### config.mk
export PLATFORM = sky130hd
export DESIGN_NAME = packet_hash_check_top_flat
export DESIGN_NICKNAME = d
export VERILOG_FILES = /design/src/design/phc_pkg.sv /design/src/design/phc_if.sv /design/src/design/phc_accum.sv /design/src/design/phc_finish.sv /design/src/design/packet_hash_check_top.sv /design/src/flat_wrapper.sv
export VERILOG_INCLUDE_DIRS = /design/src /design/src/design
export SDC_FILE = /design/constraint.sdc
export NUM_CORES = 1
export LEC_CHECK = 0
export BUFFER_PORTS_ARGS = -buffer_cell sky130_fd_sc_hd__buf_4
export CAP_MARGIN = 40
export CORE_MARGIN = 1
export CORE_UTILIZATION = 45
export CTS_BUF_LIST = sky130_fd_sc_hd__clkbuf_4 sky130_fd_sc_hd__clkbuf_8
export CTS_CLUSTER_SIZE = 40
export DETAILED_ROUTE_END_ITERATION = 12
export PLACE_DENSITY = 0.71
export SYNTH_ARGS = -nofsm -noshare
export SYNTH_HDL_FRONTEND = slang
export SYNTH_SLANG_ARGS = --single-unit
### constraint.sdc
create_clock -name clk -period 16.8 [get_ports clk]
set_input_delay 0 -clock clk [delete_from_list [all_inputs] [get_ports clk]]
set_output_delay 0 -clock clk [all_outputs]
set_load 0.05 [all_outputs]
### src/design/packet_hash_check_top_assert.svh
// Assertion macros shared by the packet hash check modules.
// Depends on nothing; included by the modules that carry assertions.
`ifndef PACKET_HASH_CHECK_TOP_ASSERT_SVH
`define PACKET_HASH_CHECK_TOP_ASSERT_SVH

// Same-cycle implication, disabled during reset.
`define PHC_ASSERT_IMPLY(lbl, ck, rs, ante, cons, msg) \
  lbl: assert property (@(posedge ck) disable iff (rs) (ante) |-> (cons)) else $error(msg);

// Next-cycle implication, disabled during reset.
`define PHC_ASSERT_NEXT(lbl, ck, rs, ante, cons, msg) \
  lbl: assert property (@(posedge ck) disable iff (rs) (ante) |=> (cons)) else $error(msg);

`endif

### src/design/phc_pkg.sv
`timescale 1ns / 1ps
// Shared types, header layout constants and hash functions for the packet hash check.
// No dependencies.
package phc_pkg;

  localparam int MAX_PACKET_BYTES_DEF = 512;
  localparam int LEN_W = 10;

  localparam int CHK_BYTES = 4;
  localparam int TYPE_OFF  = 4;
  localparam int SEQ_OFF   = 5;
  localparam int ACK_OFF   = 9;
  localparam int HDR_BYTES = 13;

  localparam int HASH_SHL_MIX = 10;
  localparam int HASH_ASR_MIX = 6;
  localparam int HASH_SHL_FIN1 = 3;
  localparam int HASH_ASR_FIN = 11;
  localparam int HASH_SHL_FIN2 = 15;

  typedef struct packed {
    logic [31:0]        hash;
    logic [31:0]        checksum;
    logic               short_chk;
    logic               short_hdr;
    logic [7:0]         ptype;
    logic [31:0]        seq;
    logic [31:0]        ack;
    logic [LEN_W-1:0]   length;
  } phc_sum_t;

  function automatic logic [31:0] oaat_mix(logic [31:0] h, logic [7:0] b);
    logic [31:0] t;
    t = h + {{24{b[7]}}, b};
    t = t + (t << HASH_SHL_MIX);
    t = t ^ 32'($signed(t) >>> HASH_ASR_MIX);
    return t;
  endfunction

  function automatic logic [31:0] oaat_final(logic [31:0] h);
    logic [31:0] t;
    t = h + (h << HASH_SHL_FIN1);
    t = t ^ 32'($signed(t) >>> HASH_ASR_FIN);
    t = t + (t << HASH_SHL_FIN2);
    return t;
  endfunction

endpackage

### src/design/phc_if.sv
`timescale 1ns / 1ps
// Valid/ready channel interfaces for packet bytes and check results.
// No dependencies.
interface phc_in_if;
  logic       valid;
  logic       ready;
  logic [7:0] data_byte;
  logic       last_byte;

  modport source (output valid, output data_byte, output last_byte, input ready);
  modport sink (input valid, input data_byte, input last_byte, output ready);
endinterface

interface phc_out_if;
  logic               valid;
  logic               ready;
  logic               corrupt;
  logic               header_short;
  logic [7:0]         packet_type;
  logic signed [31:0] packet_sequence;
  logic signed [31:0] acknowledge_sequence;
  logic [9:0]         packet_length;

  modport source (output valid, output corrupt, output header_short, output packet_type,
                  output packet_sequence, output acknowledge_sequence,
                  output packet_length, input ready);
  modport sink (input valid, input corrupt, input header_short, input packet_type,
                input packet_sequence, input acknowledge_sequence,
                input packet_length, output ready);
endinterface

### src/design/phc_accum.sv
`timescale 1ns / 1ps
// Per-byte packet state: header capture, checksum capture, byte count and running hash.
// Depends on phc_pkg and the assertion macro header.
`include "packet_hash_check_top_assert.svh"

module phc_accum
  import phc_pkg::*;
#(
  parameter int MAX_PACKET_BYTES = MAX_PACKET_BYTES_DEF
) (
  input  logic     clk,
  input  logic     rst,
  input  logic     accept,
  input  logic [7:0] data_byte,
  input  logic     last_byte,
  output logic     done,
  output phc_sum_t sum
);

  localparam int CNT_W = $clog2(MAX_PACKET_BYTES + 1);

  logic [31:0]      hash, hash_next;
  logic [31:0]      checksum, checksum_next;
  logic [CNT_W-1:0] count, count_next;
  logic [7:0]       ptype, ptype_next;
  logic [31:0]      seq, seq_next;
  logic [31:0]      ack, ack_next;

  logic [CNT_W-1:0] seq_sel;
  logic [CNT_W-1:0] ack_sel;
  logic [CNT_W+LEN_W-1:0] len_ext;

  assign seq_sel = count - CNT_W'(SEQ_OFF);
  assign ack_sel = count - CNT_W'(ACK_OFF);

  always_comb begin
    hash_next     = hash;
    checksum_next = checksum;
    ptype_next    = ptype;
    seq_next      = seq;
    ack_next      = ack;
    if (count < CNT_W'(CHK_BYTES)) begin
      checksum_next = checksum | (32'(data_byte) << {count[1:0], 3'b000});
    end else begin
      hash_next = oaat_mix(hash, data_byte);
      if (count == CNT_W'(TYPE_OFF)) begin
        ptype_next = data_byte;
      end else if (count >= CNT_W'(SEQ_OFF) && count < CNT_W'(ACK_OFF)) begin
        seq_next = seq | (32'(data_byte) << {seq_sel[1:0], 3'b000});
      end else if (count >= CNT_W'(ACK_OFF) && count < CNT_W'(HDR_BYTES)) begin
        ack_next = ack | (32'(data_byte) << {ack_sel[1:0], 3'b000});
      end
    end
    count_next = (count < CNT_W'(MAX_PACKET_BYTES)) ? count + CNT_W'(1) : count;
  end

  assign len_ext = {{LEN_W{1'b0}}, count_next};

  assign done = accept && last_byte;

  always_comb begin
    sum.hash      = hash_next;
    sum.checksum  = checksum_next;
    sum.short_chk = count_next < CNT_W'(CHK_BYTES);
    sum.short_hdr = count_next < CNT_W'(HDR_BYTES);
    sum.ptype     = ptype_next;
    sum.seq       = seq_next;
    sum.ack       = ack_next;
    sum.length    = len_ext[LEN_W-1:0];
  end

  always_ff @(posedge clk) begin
    if (rst || done) begin
      hash     <= '0;
      checksum <= '0;
      count    <= '0;
      ptype    <= '0;
      seq      <= '0;
      ack      <= '0;
    end else if (accept) begin
      hash     <= hash_next;
      checksum <= checksum_next;
      count    <= count_next;
      ptype    <= ptype_next;
      seq      <= seq_next;
      ack      <= ack_next;
    end
  end

  `PHC_ASSERT_NEXT(a_clear_after_last, clk, rst, done, count == '0 && hash == '0 && checksum == '0, "state not cleared after last byte")
  `PHC_ASSERT_NEXT(a_count_step, clk, rst, accept && !last_byte && count != CNT_W'(MAX_PACKET_BYTES), count == $past(count) + CNT_W'(1), "byte count did not advance")
  `PHC_ASSERT_IMPLY(a_hash_idle_in_checksum, clk, rst, count < CNT_W'(CHK_BYTES), hash == '0, "hash moved during checksum bytes")

endmodule

### src/design/phc_finish.sv
`timescale 1ns / 1ps
// Final hash mixing, checksum compare and result register.
// Depends on phc_pkg, phc_if and the assertion macro header.
`include "packet_hash_check_top_assert.svh"

module phc_finish
  import phc_pkg::*;
(
  input  logic     clk,
  input  logic     rst,
  input  logic     load,
  input  phc_sum_t sum,
  output logic     ready,
  phc_out_if.source result
);

  logic        f_valid;
  phc_sum_t    f_sum;
  logic        f_adv;
  logic [31:0] f_hash;

  logic               out_valid;
  logic               out_corrupt;
  logic               out_short;
  logic [7:0]         out_type;
  logic signed [31:0] out_seq;
  logic signed [31:0] out_ack;
  logic [LEN_W-1:0]   out_len;

  assign f_adv  = f_valid && (!out_valid || result.ready);
  assign ready  = !f_valid || f_adv;
  assign f_hash = oaat_final(f_sum.hash);

  always_ff @(posedge clk) begin
    if (rst) begin
      f_valid   <= 1'b0;
      out_valid <= 1'b0;
    end else begin
      if (load) begin
        f_valid <= 1'b1;
      end else if (f_adv) begin
        f_valid <= 1'b0;
      end
      if (f_adv) begin
        out_valid <= 1'b1;
      end else if (result.ready) begin
        out_valid <= 1'b0;
      end
    end
    if (load) begin
      f_sum <= sum;
    end
    if (f_adv) begin
      out_corrupt <= f_sum.short_chk || (f_hash != f_sum.checksum);
      out_short   <= f_sum.short_hdr;
      out_type    <= f_sum.ptype;
      out_seq     <= $signed(f_sum.seq);
      out_ack     <= $signed(f_sum.ack);
      out_len     <= f_sum.length;
    end
  end

  assign result.valid                = out_valid;
  assign result.corrupt              = out_corrupt;
  assign result.header_short         = out_short;
  assign result.packet_type          = out_type;
  assign result.packet_sequence      = out_seq;
  assign result.acknowledge_sequence = out_ack;
  assign result.packet_length        = out_len;

  `PHC_ASSERT_IMPLY(a_no_overrun, clk, rst, load, !f_valid || f_adv, "finish stage overwritten")
  `PHC_ASSERT_NEXT(a_stage_holds, clk, rst, f_valid && !f_adv, f_valid, "finish stage dropped a packet")
  `PHC_ASSERT_NEXT(a_advance_shows, clk, rst, f_adv, out_valid, "advanced packet not presented")

endmodule

### src/design/packet_hash_check_top.sv
`timescale 1ns / 1ps
// Top level of the packet hash check: byte input channel, result output channel.
// Depends on phc_pkg, phc_if, phc_accum and phc_finish.
//
// The block takes one packet byte per clock while input ready is high and gives one result per
// packet. The byte marked last is folded into the running hash and header captures of the
// accumulate stage on its way into the finish stage, and the final mixing and checksum compare
// sit between the finish stage and the result register, which holds the outcome until taken.
// Input ready drops only when a finished packet sits in the finish stage while the result
// register is full and not being taken. The byte count register is $clog2(MAX_PACKET_BYTES + 1)
// bits and saturates at MAX_PACKET_BYTES; packet_length reports its low 10 bits.
module packet_hash_check_top
  import phc_pkg::*;
#(
  parameter int MAX_PACKET_BYTES = MAX_PACKET_BYTES_DEF
) (
  input  logic     clk,
  input  logic     rst,
  phc_in_if.sink   packet,
  phc_out_if.source result
);

  logic     accept;
  logic     done;
  logic     fin_ready;
  phc_sum_t sum;

  assign packet.ready = fin_ready;
  assign accept       = packet.valid && fin_ready;

  phc_accum #(
    .MAX_PACKET_BYTES(MAX_PACKET_BYTES)
  ) u_accum (
    .clk       (clk),
    .rst       (rst),
    .accept    (accept),
    .data_byte (packet.data_byte),
    .last_byte (packet.last_byte),
    .done      (done),
    .sum       (sum)
  );

  phc_finish u_finish (
    .clk    (clk),
    .rst    (rst),
    .load   (done),
    .sum    (sum),
    .ready  (fin_ready),
    .result (result)
  );

endmodule
### src/flat_wrapper.sv
// flat-port wrapper written by rule: the top's interface ports become plain ports
module packet_hash_check_top_flat import phc_pkg::*;
#(
  parameter int MAX_PACKET_BYTES = MAX_PACKET_BYTES_DEF
)
  (clk, rst, packet_valid, packet_data_byte, packet_last_byte, packet_ready, result_valid, result_corrupt, result_header_short, result_packet_type, result_packet_sequence, result_acknowledge_sequence, result_packet_length, result_ready);
  phc_in_if packet_i ();
  phc_out_if result_i ();
  input  logic clk;
  input  logic rst;
  input wire logic [$bits(packet_i.valid)-1:0] packet_valid;
  input wire logic [$bits(packet_i.data_byte)-1:0] packet_data_byte;
  input wire logic [$bits(packet_i.last_byte)-1:0] packet_last_byte;
  output wire logic [$bits(packet_i.ready)-1:0] packet_ready;
  output wire logic [$bits(result_i.valid)-1:0] result_valid;
  output wire logic [$bits(result_i.corrupt)-1:0] result_corrupt;
  output wire logic [$bits(result_i.header_short)-1:0] result_header_short;
  output wire logic [$bits(result_i.packet_type)-1:0] result_packet_type;
  output wire logic [$bits(result_i.packet_sequence)-1:0] result_packet_sequence;
  output wire logic [$bits(result_i.acknowledge_sequence)-1:0] result_acknowledge_sequence;
  output wire logic [$bits(result_i.packet_length)-1:0] result_packet_length;
  input wire logic [$bits(result_i.ready)-1:0] result_ready;
  assign packet_i.valid = packet_valid;
  assign packet_i.data_byte = packet_data_byte;
  assign packet_i.last_byte = packet_last_byte;
  assign packet_ready = packet_i.ready;
  assign result_valid = result_i.valid;
  assign result_corrupt = result_i.corrupt;
  assign result_header_short = result_i.header_short;
  assign result_packet_type = result_i.packet_type;
  assign result_packet_sequence = result_i.packet_sequence;
  assign result_acknowledge_sequence = result_i.acknowledge_sequence;
  assign result_packet_length = result_i.packet_length;
  assign result_i.ready = result_ready;
  packet_hash_check_top #(.MAX_PACKET_BYTES(MAX_PACKET_BYTES)) u_core (.clk(clk), .rst(rst), .packet(packet_i), .result(result_i));
endmodule
# --- Word-level counts from Yosys, hierarchy flattened ---
# Cells that the tools add are included.
word_totals:
  register_bits: 380
  in_bits: 13
  out_inout_bits: 86
  elab_cells: 76
op_classes:
  addsub: 7
  n_lt_le_gt_ge: 8
  n_eq_ne: 2
  shifts: 3
  mux: 16
  bitwise_logic: 5
  n_reduce_logical: 13
ops:
  columns: ["cell", "n"]
  rows:
  - ["2-to-1 mux 32 bit", 9]
  - ["adder 32 bit", 4]
  - ["bitwise OR 32 bit", 3]
  - ["<< shifter 8 x 5 -> 32 bit", 3]
  - ["XOR 32 bit", 2]
  - ["!= test 32 bit", 1]
  - ["< comparator 10 x 4 -> 1 bit (second input constant)", 3]
  - ["< comparator 10 x 3 -> 1 bit (second input constant)", 2]
  - ["2-to-1 mux 8 bit", 2]
  - ["adder 10 x 1 -> 10 bit (second input constant)", 1]
  - ["equality test 10 x 3 -> 1 bit (second input constant)", 1]
  - ["greater-or-equal comparator 10 x 3 -> 1 bit (second input constant)", 1]
  - ["greater-or-equal comparator 10 x 4 -> 1 bit (second input constant)", 1]
  - ["< comparator 10 bit (second input constant)", 1]
  - ["2-to-1 mux 10 bit", 1]
  - ["logical AND 1 bit", 5]
  - ["logical OR 1 bit", 4]
  - ["2-to-1 mux 1 bit", 4]
  - ["nonzero test 2 bit", 2]
  - ["subtractor 2 x 1 -> 2 bit (second input constant)", 2]
  - ["zero test 1 bit", 2]

# --- Depth between registers and ports, before layout ---
# Gate-level depths: netlist of run 1.
depth:
  ltp_word: 7
  ltp_mapped: 25
  mapped_depth_nobuf: 23

# --- Cells and area by module ---
# From an unflattened synthesis of run 1, not the netlist that was laid out.
unflattened:
  hier_cells: 1762
  hier_area_um2: 19733.9
modules_own_cells:
  columns: ["mod", "instances", "cells_per_inst", "area_per_inst_um2", "seq_area_each_um2"]
  rows:
  - ["phc_finish", 1, 716, 10543.9, 7006.7]
  - ["phc_accum", 1, 1045, 9183.8, 2922.8]
  - ["packet_hash_check_top", 1, 1, 6.3, 0.0]

# --- Least setup slack after synthesis of run 1 ---
# OpenSTA, ideal clock, no wires.
synth_path:
  path_type: "reg-to-reg"
  from: "reg u_core.u_finish.f_sum[116] in the netlist's numbering"
  to: "reg u_core.u_finish.out_corrupt (netlist: u_core.u_finish.result.corrupt) (data pin)"
  setup_ns: 0.271
  arrival_time_ns: 5.337
  required_time_ns: 16.529
  path_slack_ns: 11.192
  path_stages_with_launch: 26
  path_buffers: 2
  period_less_slack_ns: 5.608
  cell_sequence: "edfxtp_1 ha_1 fa_1 a211oi_2 o21ai_1 a31oi_1 a31oi_2 nand4_1 a31oi_1 o21a_1 o22a_1 xnor2_1 buf_4 xnor2_1 ha_1 clkbuf_1 xor2_1 o32ai_1 a2111oi_0 nand4b_1 a2111oi_0 nand4_1 a211oi_1 nand4_1 nor4_1 nand4_1"
synth_via:
  elab_chain_len: 5
synth_lines:
  columns: ["item", "line_no", "rtl"]
  rows:
  - ["from (decl)", "phc_finish.sv:18", "phc_sum_t f_sum;"]
  - ["from (signal assigned)", "phc_finish.sv:51", "f_sum <= sum;"]
  - ["adder 32 bit", "phc_pkg.sv:42", "t = h + (h << HASH_SHL_FIN1);"]
  - ["XOR 32 bit", "phc_pkg.sv:43", "t = t ^ 32'($signed(t) >>> HASH_ASR_FIN);"]
  - ["adder 32 bit", "phc_pkg.sv:44", "t = t + (t << HASH_SHL_FIN2);"]
  - ["!= test 32 bit", "phc_finish.sv:54", "out_corrupt <= f_sum.short_chk || (f_hash != f_sum.checksum);"]
  - ["logical OR 1 bit", "phc_finish.sv:54", null]
  - ["to (signal assigned)", "phc_finish.sv:54", null]
  - ["to (decl)", "phc_finish.sv:23", "logic out_corrupt;"]
# Every way passes these cells.
# A chain may end at the register's enable or synchronous reset.

# --- Worst setup path after layout of run 1 ---
# Same ends and word-level chain as after synthesis.

==> summary.md, run 1 <==
| Metric | Value |
|---|---|
| Hold wc startpoint | result_ready |
| Clk slew on worst S/H paths | 60 ps |
| Final Instance Area | between 20000 and 25000 um^2 |
| Port-buffer cells | 98 |
| Worst Path Max Fanout | 11 |
| Fillers | around 3700 |
| WL/cell | approximately 20 um |
| Area after DPL | 21300 um^2 |
| Cell family with most CP delay | compound AO/OA/AOI/OAI gates |
| Worst slack, placed | between 10000 and 15000 ps |
| Area growth syn-to-layout | 14.2% |
| Slowest-stage cell, CP | a2111oi_0 |
| Top cells by area, synth | edfxtp_1 (35%), dfxtp_1 (15%), ha_1 (6.3%), xnor2_1 (5.1%), o211a_1 (5.0%) |
| Core area | 43500 um^2 |
| Critical Path End Type | register |
| GRT Total Usage | between 20% and 30% |
| Post-Synthesis Cell Area | 20000 um^2 |
| Worst-margin pin slew | 924 ps |
| Crit path required time | 17190 ps |
| FFs w/ async S/R, synth | 0% |
| RD Place Congestion | 0.927 |
| First-pass GRT wire length | slightly below 80000 um |
| Hold Path Depth | 5 |
| P_leak | 0.0102 uW |
| Diode count | 0 |
| Yosys cell types | between 80 and 90 |
| Layout cells sized above 1 | 17.3% |
| Rel. slew slack | around two fifths |
| Setup Crit Path Kind | reg2reg |
| Startpoint Class | register |
| RSZ-0062 raised after global routing | no |
| Max Fclk | 157 MHz |
| Worst VDD drop | between 0.07 and 0.08 mV |
| Worst Hold Class | in2reg |
| PD cells | 105 nW/um^2 |
| Reg2reg start | u_core.u_finish.f_sum[116]$_DFFE_PP_ |
| CP max stage delay | around 470 ps |
| Final hold viol count | 0 |
| HPWL Detailed | 35400 um |
| Cts hold-fix bufs | 13 |
| Root Buffer | clkbuf_8 |
| Die Ht | 213 um |
| # IOs | around 100 |
| Register area share after synthesis | 49.7% |
| Post-CTS setup buffer count | 0 |
| Post-synthesis instance total | 1787 |
| Number of synthesized register bits | 380 |
| Initial antenna violation count | 0 |
| Most used cell, CP | nand4_1 |
| Crit path cell chain | ha_1 > fa_1 > a211oi_2 > o21ai_1 > a31oi_1 > a31oi_2 > nand4_1 > a31oi_1 > o21a_1 > o22a_1 > xnor2_1 > buf_4 > xnor2_1 > ha_1 > a21oi_1 > o32ai_1 > a2111oi_0 > nand4b_1 > a2111oi_0 > nand4_1 > a211oi_1 > nand4_1 > nor4_1 > nand4_1 |
| Tmin final | 6360 ps |
| EDFF count, synth | between 200 and 250 |
| Iteration count of the initial detailed-routing pass | 5 |
| Vias | roughly 15000 |
| Row count | 76 |
| R2R depth | 24 |
| Vias in the first global route | approximately 14000 |
| Most used DFF post-synth | edfxtp_1 |
| Clk_skew | 31.0 ps |
| Crit path buffers/inverters | 1 |
| DRC violations left | 0 |
| Num CTS Buffers | 60 |
| Worst Hold End | u_core.u_finish.result.valid$_SDFFE_PP0P_ |
| Total grt overflow | 0 |
| Depth of the CTS H-tree | 2 |
| Initial core utilization | 46.0% |
| Worst r2r dst | u_core.u_finish.result.corrupt$_DFFE_PP_ |
| Clock sink count | 380 |
| Status | completed |
| Routed Wire Length | around 51000 um |
| Pin count of the biggest net entering global routing | 77 |
| CTS resizes | 0 |
| Yosys top cell by area | edfxtp_1 |
| Syn Area/Cell | 11.2 um^2 |
| Setup violators final | 0 |
| Die width | 213 um |
| Post-synth top area share | 34.9% |
| Synth warn | 0 |
| Vias per inst | 5.74 |
| Final setup margin | 10440 ps |
| Finished Core Util | a little over half |
| Worst Path Arrival | just under 7000 ps |
| Nets | 2011 |
| Clk buf depth | 3 |
| Maxcap violations | 0 |
| Setup TNS after final layout | 0 ps |
| Starting DRT DRC Count | 1178 |
| Die ar. | 45200 um^2 |
| Post-synth net total | 1904 |
| ANT nets after route | 0 |
| Setup slack, reg-to-reg | between 10000 and 15000 ps |
| Final Cycle Share | a little under two fifths |
| CTS tree | yes |
| Fin. max-slew vios | 0 |
| Worst skew pair latency | roughly 670 ps |
worst max-delay path by stage:
stage / endpoint / cells after the start / slack [ps] / from
2_1_floorplan: u_core.u_finish.result.corrupt$_DFFE_PP_ / 25 / 11190 / u_core.u_finish.f_sum[116]$_DFFE_PP_
5_1_grt: u_core.u_finish.result.corrupt$_DFFE_PP_ / 24 / 9640 / u_core.u_finish.f_sum[116]$_DFFE_PP_
4_1_cts: u_core.u_finish.result.corrupt$_DFFE_PP_ / 24 / 10440 / u_core.u_finish.f_sum[116]$_DFFE_PP_
3_5_place_dp: u_core.u_finish.result.corrupt$_DFFE_PP_ / 24 / 10500 / u_core.u_finish.f_sum[116]$_DFFE_PP_
6_report: u_core.u_finish.result.corrupt$_DFFE_PP_ / 24 / 10440 / u_core.u_finish.f_sum[116]$_DFFE_PP_
3_3_place_gp: u_core.u_finish.result.corrupt$_DFFE_PP_ / 24 / 10640 / u_core.u_finish.f_sum[116]$_DFFE_PP_
metrics by stage:
stage / std cells / power (uW) / hold WS (ps)
6_report: 2531 / 2400 / 224
5_1_grt: 2531 / 2500 / 250
4_1_cts: 2531 / 2410 / 168
3_5_place_dp: 2404 / 1560 / 220
3_3_place_gp: 2400 / 1560 / 206
2_1_floorplan: 1787 / 1430 / 69.1
cells in the mapped netlist (all sizes together), types with 5 or more instances:
library cell / n
edfxtp: 232
o21a: 20
xor2: 67
nand2: 83
nor3: 37
o211a: 100
a31oi: 12
nor2b: 21
and2: 9
nor4: 7
and3: 11
a21o: 79
nand3: 27
nor2: 167
o31ai: 5
a21oi: 101
o2111ai: 5
mux2i: 8
a31o: 51
buf: 14
dfxtp: 148
nand2b: 12
or2: 9
clkbuf: 73
a2111oi: 6
a211o: 6
nor3b: 9
nand4: 24
xnor3: 9
xnor2: 116
ha: 100
inv: 23
a211oi: 42
o21bai: 8
o21ai: 68
mux2: 14
or3: 7
kinds of logic (layout without fill, tap and decap cells):
family	Yosys count	after routing	share of synthesized area (%)
AOI/OAI and AO/OA	536	536	20.4
buffers and inverters	110	269	2.25
DFF	380	380	49.7
adders and majority gates	104	104	6.66
and+or+nand+nor	441	441	10.6
muxes	22	22	1.19
xor gates and xnor gates	194	194	9.28
flip-flops by register name (all words and copies together) (netlist names), 8 cells and up:
register / flops
u_core.u_finish.f_sum: 148
u_core.u_finish.result.packet_type: 8
u_core.u_finish.result.packet_length: 10
u_core.u_accum.checksum: 32
u_core.u_accum.hash: 32
u_core.u_finish.result.packet_sequence: 32
u_core.u_finish.result.acknowledge_sequence: 32
u_core.u_accum.seq: 32
u_core.u_accum.count: 10
u_core.u_accum.ack: 32
u_core.u_accum.ptype: 8
worst register-to-register path: cells and delay by family, from the launching register on:
family | cells | cell delay [ps]
AND/OR/NAND/NOR | 6 | 1080
flip-flops | 1 | 420
AO/OA/AOI/OAI | 12 | 2970
adder cells (fa/ha/maj) | 3 | 1110
XOR/XNOR | 2 | 260
buffers and inverters | 1 | 250
cells in the final DEF (no fill, tap or decap), types with 20 or more instances in the layout:
| master | count |
|---|---|
| dfxtp_1 | 147 |
| xor2_1 | 67 |
| edfxtp_1 | 232 |
| xnor2_1 | 116 |
| nand3_1 | 26 |
| clkbuf_4 | 26 |
| a211oi_1 | 38 |
| nand2_1 | 83 |
| a21oi_1 | 97 |
| a21o_1 | 79 |
| o211a_1 | 100 |
| nor2_1 | 163 |
| a31o_2 | 51 |
| nor3_1 | 34 |
| ha_1 | 100 |
| buf_4 | 115 |
| o21a_1 | 20 |
| o21ai_0 | 55 |
| inv_1 | 22 |
| nor2b_1 | 20 |
| nand4_1 | 24 |
| clkbuf_8 | 70 |
report_power, final:
group	switching (uW)	total, uW	leakage [uW]	internal, uW
Clock	368	854	0.000710	485
Combinational	321	527	0.00608	206
Sequential	11.2	1020	0.00340	1010
metal layers:
metal	track usage, %	wire, um	up-vias
met5	0	0	-
met4	5.43	862	0
met3	3.75	2500	71
met2	36.6	24300	408
met1	30.3	22900	7081
li1	-	-	6967
cell type report:
cell class	instances	area, um^2	area share (%)
clock inverter	18	179	0.784
inverter	23	91.3	0.400
multi-input combinational	1297	9640	42.3
timing repair buffer	132	1080	4.75
tap	585	732	3.21
clock buffer	96	1160	5.08
sequential	380	9930	43.5
Power figures use the tool's default switching activity.
==> run 2, diff against run 1 <==
PLACE_DENSITY = 0.73   (was 0.71)
clock period = 5.8 ns   (was 16.8 ns; I/O delays follow)
==> run 2 against run 1 <==
Compared with the run above:
- routed wire length rose by 0.35%
- die area unchanged
- worst setup slack got worse by 10000 ps
- clock-buffer cell count is 5 lower
- clock power rose to 2.6 times the previous value
- global-route usage hardly changed
- worst hold slack got worse by 120 ps
- combinational power increased to 3.2 times the previous value
- first-iteration DRC count decreased by 1.3%
- total power rose to 2.9 times the previous value
- register-to-register slack got worse by 10000 ps
- cell count increased by 2.6%
- critical path type unchanged
- largest cell class unchanged
==> summary.md, run 2 (same netlist as run 1, synthesis figures left out) <==
| Metric | Value |
|---|---|
| Status | completed (unchanged) |
| Most common cell after layout, fill and taps aside | edfxtp_1 (unchanged) |
| Worst Path Arrival | 5940 ps (was 6740 ps) |
| Starting DRT DRC Count | 1163 (was 1178) |
| Power share of the sequential group | 42.9% (was 42.5%) |
| Largest register FFs | 148 (unchanged) |
| Clk_skew | 33.3 ps (was 31.0 ps) |
| Clk buf depth | 3 (unchanged) |
| Worst VDD drop | 0.193 mV (was 0.0732 mV) |
| Nets | 2078 (was 2011) |
| DRC violations left | 0 (unchanged) |
| RD Place Congestion | 0.930 (was 0.927) |
| Pin count of the biggest net entering global routing | 81 (was 77) |
| Setup Crit Path Kind | reg2reg (unchanged) |
| Slowest-stage cell, CP | edfxtp_1 (was a2111oi_0) |
| Final Instance Area | 23400 um^2 (was 22800 um^2) |
| Total grt overflow | 0 (unchanged) |
| Port-buffer cells | 98 (unchanged) |
| Most used cell, CP | buf_4 (was nand4_1) |
| Diode count | 0 (unchanged) |
| Largest reg by FF count | u_core.u_finish.f_sum (unchanged) |
| Iteration count of the initial detailed-routing pass | 6 (was 5) |
| ANT nets after route | 0 (unchanged) |
| Layout cells sized above 1 | 21.2% (was 17.3%) |
| Tmin final | 5590 ps (was 6360 ps) |
| Most frequent cells in the layout | edfxtp_1 (232), buf_4 (183), nor2_1 (164) (was edfxtp_1 (232), nor2_1 (163), dfxtp_1 (147)) |
| Area after DPL | 21800 um^2 (was 21300 um^2) |
| Final Cycle Share | 96.3% (was 37.8%) |
| Die ar. | 45200 um^2 (unchanged) |
| Maxcap violations | 0 (unchanged) |
| Setup violators final | 0 (unchanged) |
| Fillers | 3679 (was 3747) |
| PD cells | 296 nW/um^2 (was 105 nW/um^2) |
| GRT Total Usage | 22.2% (about the same) |
| CTS tree | yes (unchanged) |
| Tot Pwr | 6900 uW (was 2400 uW) |
| Final hold viol count | 0 (unchanged) |
| Critical Path End Type | register (unchanged) |
| RSZ-0062 raised after global routing | yes (was no) |
| Routed Wire Length | 50700 um (was 50500 um) |
| Vias in the first global route | 14000 (was 13800) |
| HPWL Detailed | 36200 um (was 35400 um) |
| Initial antenna violation count | 1 (was 0) |
| First-pass GRT wire length | 77700 um (was 77300 um) |
| Sw Ratio | 29.3% (was 29.2%) |
| Worst Hold Class | in2reg (unchanged) |
| Clk slew on worst S/H paths | 60 ps (about the same) |
| Vias per inst | 5.68 (was 5.74) |
| Clock group share of total power | 32.7% (was 35.5%) |
| Depth of the CTS H-tree | 2 (unchanged) |
| Share of power burned in combinational logic | 24.3% (was 21.9%) |
| Initial core utilization | 46.0% (unchanged) |
| Core area | 43500 um^2 (unchanged) |
| Fin. max-slew vios | 0 (unchanged) |
| Net Switching | 2020 uW (was 701 uW) |
| WL/cell | 19.5 um (was 20.0 um) |
| Row count | 76 (unchanged) |
| Die width | 213 um (unchanged) |
| Crit path required time | 6150 ps (was 17190 ps) |
| Rel. slew slack | 39.8% (was 38.3%) |
| Int Pwr | 4880 uW (was 1700 uW) |
| Worst-margin pin slew | 903 ps (was 924 ps) |
| Num CTS Buffers | 59 (was 60) |
| Startpoint Class | register (unchanged) |
| Root Buffer | clkbuf_8 (unchanged) |
| # IOs | 99 (unchanged) |
| P_leak | 0.0105 uW (was 0.0102 uW) |
| Worst skew pair latency | 640 ps (was 670 ps) |
| Max Fclk | 179 MHz (was 157 MHz) |
| CP max stage delay | 410 ps (was 470 ps) |
| Vias | 14700 (was 14500) |
| Die Ht | 213 um (unchanged) |
| Clock sink count | 380 (unchanged) |
| Worst Path Max Fanout | 7 (was 11) |
| Area growth syn-to-layout | 16.9% (was 14.2%) |
## run 2: final timing paths
| kind | start | endpoint | slack (ps) | cells after the start |
|---|---|---|---|---|
| max | u_core.u_finish.f_sum[116]$_DFFE_PP_ | u_core.u_finish.result.corrupt$_DFFE_PP_ | 210 | 26 |
| min | rst | u_core.u_finish.result.valid$_SDFFE_PP0P_ | 110 | 3 |
| max reg2reg | u_core.u_finish.f_sum[116]$_DFFE_PP_ | u_core.u_finish.result.corrupt$_DFFE_PP_ | 210 | 26 |
| min reg2reg | u_core.u_finish.f_sum[13]$_DFFE_PP_ | u_core.u_finish.result.acknowledge_sequence[3]$_DFFE_PP_ | 410 | 0 |
## run 2: layout make-up
cell class	instances	area (um^2)	area share, %
sequential	380	9930	42.5
inverter	23	91.3	0.391
tap	585	732	3.13
timing repair buffer	200	1590	6.79
multi-input combinational	1297	9790	41.9
clock buffer	91	1080	4.64
clock inverter	20	139	0.595
## run 2: metrics by stage
step           utilization [%]  std cells  worst slack, ps  hold slack (ps)  setup TNS [ps]
2_1_floorplan                -       1787              192             69.1               0
3_3_place_gp              49.9       2457             82.5              203               0
3_5_place_dp              50.1       2463             19.5              211               0
4_1_cts                   53.2       2586             17.9             46.5               0
5_1_grt                   53.7       2596            -73.5             95.7           -73.5
6_report                  53.7       2596              214              105               0
## run 2: critical path, delay by kind of cell (launching register included)
family	cells	cell delay [ps]
compound gates	10	1940
simple gates	6	1110
fa+ha+maj	3	840
buf+inv	4	620
flops	1	410
xor+xnor	3	400
## run 2: per-layer routing
layer | routed length (um) | GRT usage (%) | share of wire (%) | vias to the layer above
met5 | 12 | 0 | 0.024 | -
met2 | 24200 | 36.1 | 48 | 431
met1 | 22400 | 30.3 | 44 | 7143
met3 | 2830 | 3.37 | 5.6 | 74
li1 | - | - | - | 7087
met4 | 1200 | 7.54 | 2.4 | 2
## run 2: timing repair
item                       CTS  global route
resized for setup            1            33
setup buffers                0            10
hold endpoints to repair   173             0
pin swaps                    0            19
setup endpoints to repair    1             7
hold buffers                12             0
## run 2: power by group through the flow
stage | sequential [uW] | combinational, uW | clock [uW]
5_1_grt | 2970 | 1830 | 2420
3_5_place_dp | 3020 | 1590 | 0
2_1_floorplan | 3070 | 1080 | 0
3_3_place_gp | 3020 | 1580 | 0
4_1_cts | 2960 | 1610 | 2300
6_report | 2960 | 1680 | 2260
==> run 3, diff against run 2 <==
ABC_AREA = 1   (was default)
CELL_PAD_IN_SITES_DETAIL_PLACEMENT = 0   (was default)
CELL_PAD_IN_SITES_GLOBAL_PLACEMENT = 1   (was default)
CORE_UTILIZATION = 44   (was 45)
PLACE_DENSITY = 0.88   (was 0.73)
==> run 3 against run 2 <==
Compared with the run above:
- the flow now finishes with violations (DRC)
- worst setup slack better by 730 ps
- fmax up 15%
- first-iteration DRC count up 17%
- core utilization down 2.7 points
==> summary.md, run 3 <==
| Metric | Value |
|---|---|
| Status | finished with violations (was completed) |
| Failing checks | DRC |
| Worst skew pair latency | 670 ps (was 640 ps) |
| Post-CTS setup buffer count | 0 (unchanged) |
| Post-synth top area share | 33.3% (was 34.9%) |
| Reg2reg start | u_core.u_finish.f_sum[131]$_DFFE_PP_ (was u_core.u_finish.f_sum[116]$_DFFE_PP_) |
| Worst Hold Class | in2reg (unchanged) |
| Worst Path Arrival | 5280 ps (was 5940 ps) |
| Final setup margin | 942 ps (was 214 ps) |
| Setup Crit Path Kind | reg2reg (unchanged) |
| Core area | 46700 um^2 (was 43500 um^2) |
| RSZ-0062 raised after global routing | no (was yes) |
| Vias in the first global route | 16300 (was 14000) |
| Most common cell after layout, fill and taps aside | nand2_1 (was edfxtp_1) |
| Final Cycle Share | 83.8% (was 96.3%) |
| Vias per inst | 5.16 (was 5.68) |
| Rel. slew slack | 47.4% (was 39.8%) |
| Crit path required time | 6220 ps (was 6150 ps) |
| Pin count of the biggest net entering global routing | 83 (was 81) |
| Top post-synthesis cells by count | nand2_1 (538), inv_1 (406), nor2_1 (242) (was edfxtp_1 (232), nor2_1 (166), dfxtp_1 (148)) |
| EDFF count, synth | 232 (unchanged) |
| Met1 usage | 32.7% (was 30.3%) |
| Met3 Track Usage GR | 2.98% (was 3.37%) |
| Routed Wire Length | 56100 um (was 50700 um) |
| Die Ht | 220 um (was 213 um) |
| Area growth syn-to-layout | 14.0% (was 16.9%) |
| Diode count | 0 (unchanged) |
| Clk slew on worst S/H paths | 80 ps (was 60 ps) |
| Max Fclk | 206 MHz (was 179 MHz) |
| Most numerous cell in the Yosys netlist | nand2_1 (was edfxtp_1) |
| Hold wc startpoint | packet_data_byte[7] (was rst) |
| Final hold viol count | 0 (unchanged) |
| # IOs | 99 (unchanged) |
| GRT Total Usage | 23.2% (was 22.2%) |
| Register area share after synthesis | 47.5% (was 49.7%) |
| Layout cells sized above 1 | 9.41% (was 21.2%) |
| Initial core utilization | 44.8% (was 46.0%) |
| Yosys cell types | 43 (was 85) |
| Tmin final | 4860 ps (was 5590 ps) |
| Number of synthesized register bits | 380 (unchanged) |
| Yosys top cell by area | edfxtp_1 (unchanged) |
| Gr busiest metal | met2 (unchanged) |
| Post-Synthesis Cell Area | 20900 um^2 (was 20000 um^2) |
| Clock sink count | 380 (unchanged) |
| First-pass GRT wire length | 87600 um (was 77700 um) |
| Worst Path Max Fanout | 6 (was 7) |
| FFs w/ async S/R, synth | 0% (unchanged) |
| Setup violators final | 0 (unchanged) |
| Worst slack, placed | 871 ps (was 19.5 ps) |
| RD Place Congestion | 0.913 (was 0.930) |
| Syn Area/Cell | 8.14 um^2 (was 11.2 um^2) |
| Fin. max-slew vios | 0 (unchanged) |
| Routing usage on met2 | 37.7% (was 36.1%) |
| Initial antenna violation count | 0 (was 1) |
| Startpoint Class | register (unchanged) |
| WL/cell | 16.8 um (was 19.5 um) |
| Die ar. | 48400 um^2 (was 45200 um^2) |
| ANT nets after route | 0 (unchanged) |
| Most frequent cells in the layout | nand2_1 (538), inv_1 (404), nor2_1 (241) (was edfxtp_1 (232), buf_4 (183), nor2_1 (164)) |
| Iteration count of the initial detailed-routing pass | 10 (was 6) |
| Vias | 17300 (was 14700) |
| CTS tree | yes (unchanged) |
| Depth of the CTS H-tree | 2 (unchanged) |
| Critical Path Start | u_core.u_finish.f_sum[131]$_DFFE_PP_ (was u_core.u_finish.f_sum[116]$_DFFE_PP_) |
| Nets | 2808 (was 2078) |
| Post-synthesis instance total | 2566 (was 1787) |
| Starting DRT DRC Count | 1356 (was 1163) |
| Setup TNS after final layout | 0 ps (unchanged) |
| Clk buf depth | 3 (unchanged) |
| Critical Path End Type | register (unchanged) |
| Synth warn | 0 (unchanged) |
| Root Buffer | clkbuf_8 (unchanged) |
| Num CTS Buffers | 60 (was 59) |
| Row count | 79 (was 76) |
| Worst-margin pin slew | 789 ps (was 903 ps) |
| DRC violations left | 2 (was 0) |
| Die width | 220 um (was 213 um) |
| Top cells by area, synth | edfxtp_1 (33%), dfxtp_1 (14%), nand2_1 (9.7%), inv_1 (7.3%), ha_1 (6.0%) (was edfxtp_1 (35%), dfxtp_1 (15%), ha_1 (6.3%), xnor2_1 (5.1%), o211a_1 (5.0%)) |
| Total grt overflow | 0 (unchanged) |
| Largest register FFs | 148 (unchanged) |
| Largest reg by FF count | u_core.u_finish.f_sum (unchanged) |
| HPWL Detailed | 42700 um (was 36200 um) |
| Maxcap violations | 0 (unchanged) |
| Clk_skew | 30.5 ps (was 33.3 ps) |
| Most used DFF post-synth | edfxtp_1 (unchanged) |
| Port-buffer cells | 98 (unchanged) |
| Post-synth net total | 2683 (was 1904) |
-- run 3: final cells by class --
cell class              count  area, um^2
clock inverters            30         284
repair buffers            122        1070
multi-input cells        1712        9170
inverters                 415        1560
flip-flops and latches    380        9930
fillers                  4384       22800
clock buffers              83        1040
well taps                 607         759
-- run 3: cell families (layout without fill, tap and decap cells) --
family,after synthesis,in the layout,share of synthesized area (%)
DFF,380,380,47.5
AOI/OAI and AO/OA,453,453,11.5
buffers and inverters,474,650,8.64
xor gates and xnor gates,118,118,4.98
adders and majority gates,104,104,6.37
and+or+nand+nor,1037,1037,21.0
-- run 3: worst paths after layout --
check,endpoint,slack (ps),cells after the start
min,u_core.u_accum.checksum[7]$_SDFFE_PP0P_,80,5
max,u_core.u_finish.result.corrupt$_DFFE_PP_,940,26
min reg2reg,u_core.u_finish.result.packet_sequence[12]$_DFFE_PP_,410,0
max reg2reg,u_core.u_finish.result.corrupt$_DFFE_PP_,940,26
-- run 3: stage by stage --
step	area, um^2	cells	utilization, %	hold slack, ps
after CTS	23800	3349	51.0	33.7
after detailed placement	22400	3224	48.0	184
final	23800	3349	51.0	82.0
after floorplan	20900	2566	-	69.1
after global placement	22200	3218	47.6	165
after global routing	23800	3349	51.0	124
-- run 3: metal layers --
layer  wire length, um  share of wire, %  vias to the layer above
li1                  -                 -                     8674
met2             26300                47                      445
met1             26300                47                     8103
met5                 0                 0                        -
met4               829               1.5                        0
met3              2700               4.8                       57
-- run 3: critical path, stage by stage (launching register included) --
cell      delay [ps]
edfxtp_1         420
ha_1             410
nand2_1          120
inv_1             70
nand2_1           60
nand2_1           70
a21oi_1          330
nand3_2          190
a21oi_2          270
xor2_1           320
xor2_1           340
ha_1             340
fa_1             480
inv_1             70
nand2_1           50
nand2_1           50
nand3_1           80
nor2_1           110
nand3_1           80
nor2_1            90
nand3_1          110
nor2_1           150
nand3_1           90
nor2_1            90
nand3_1           70
nor2_1            90
nand3_1           70
-- run 3: repair_timing --
action	CTS	global route
endpoints found under the hold margin	86	0
endpoints found under the setup margin	0	0
hold buffers	12	0
resized for setup	0	0
Power of run 3 is left out: the tool's default activity adds up to more than one toggle a clock period on the data nets, which glitch-free logic cannot reach.
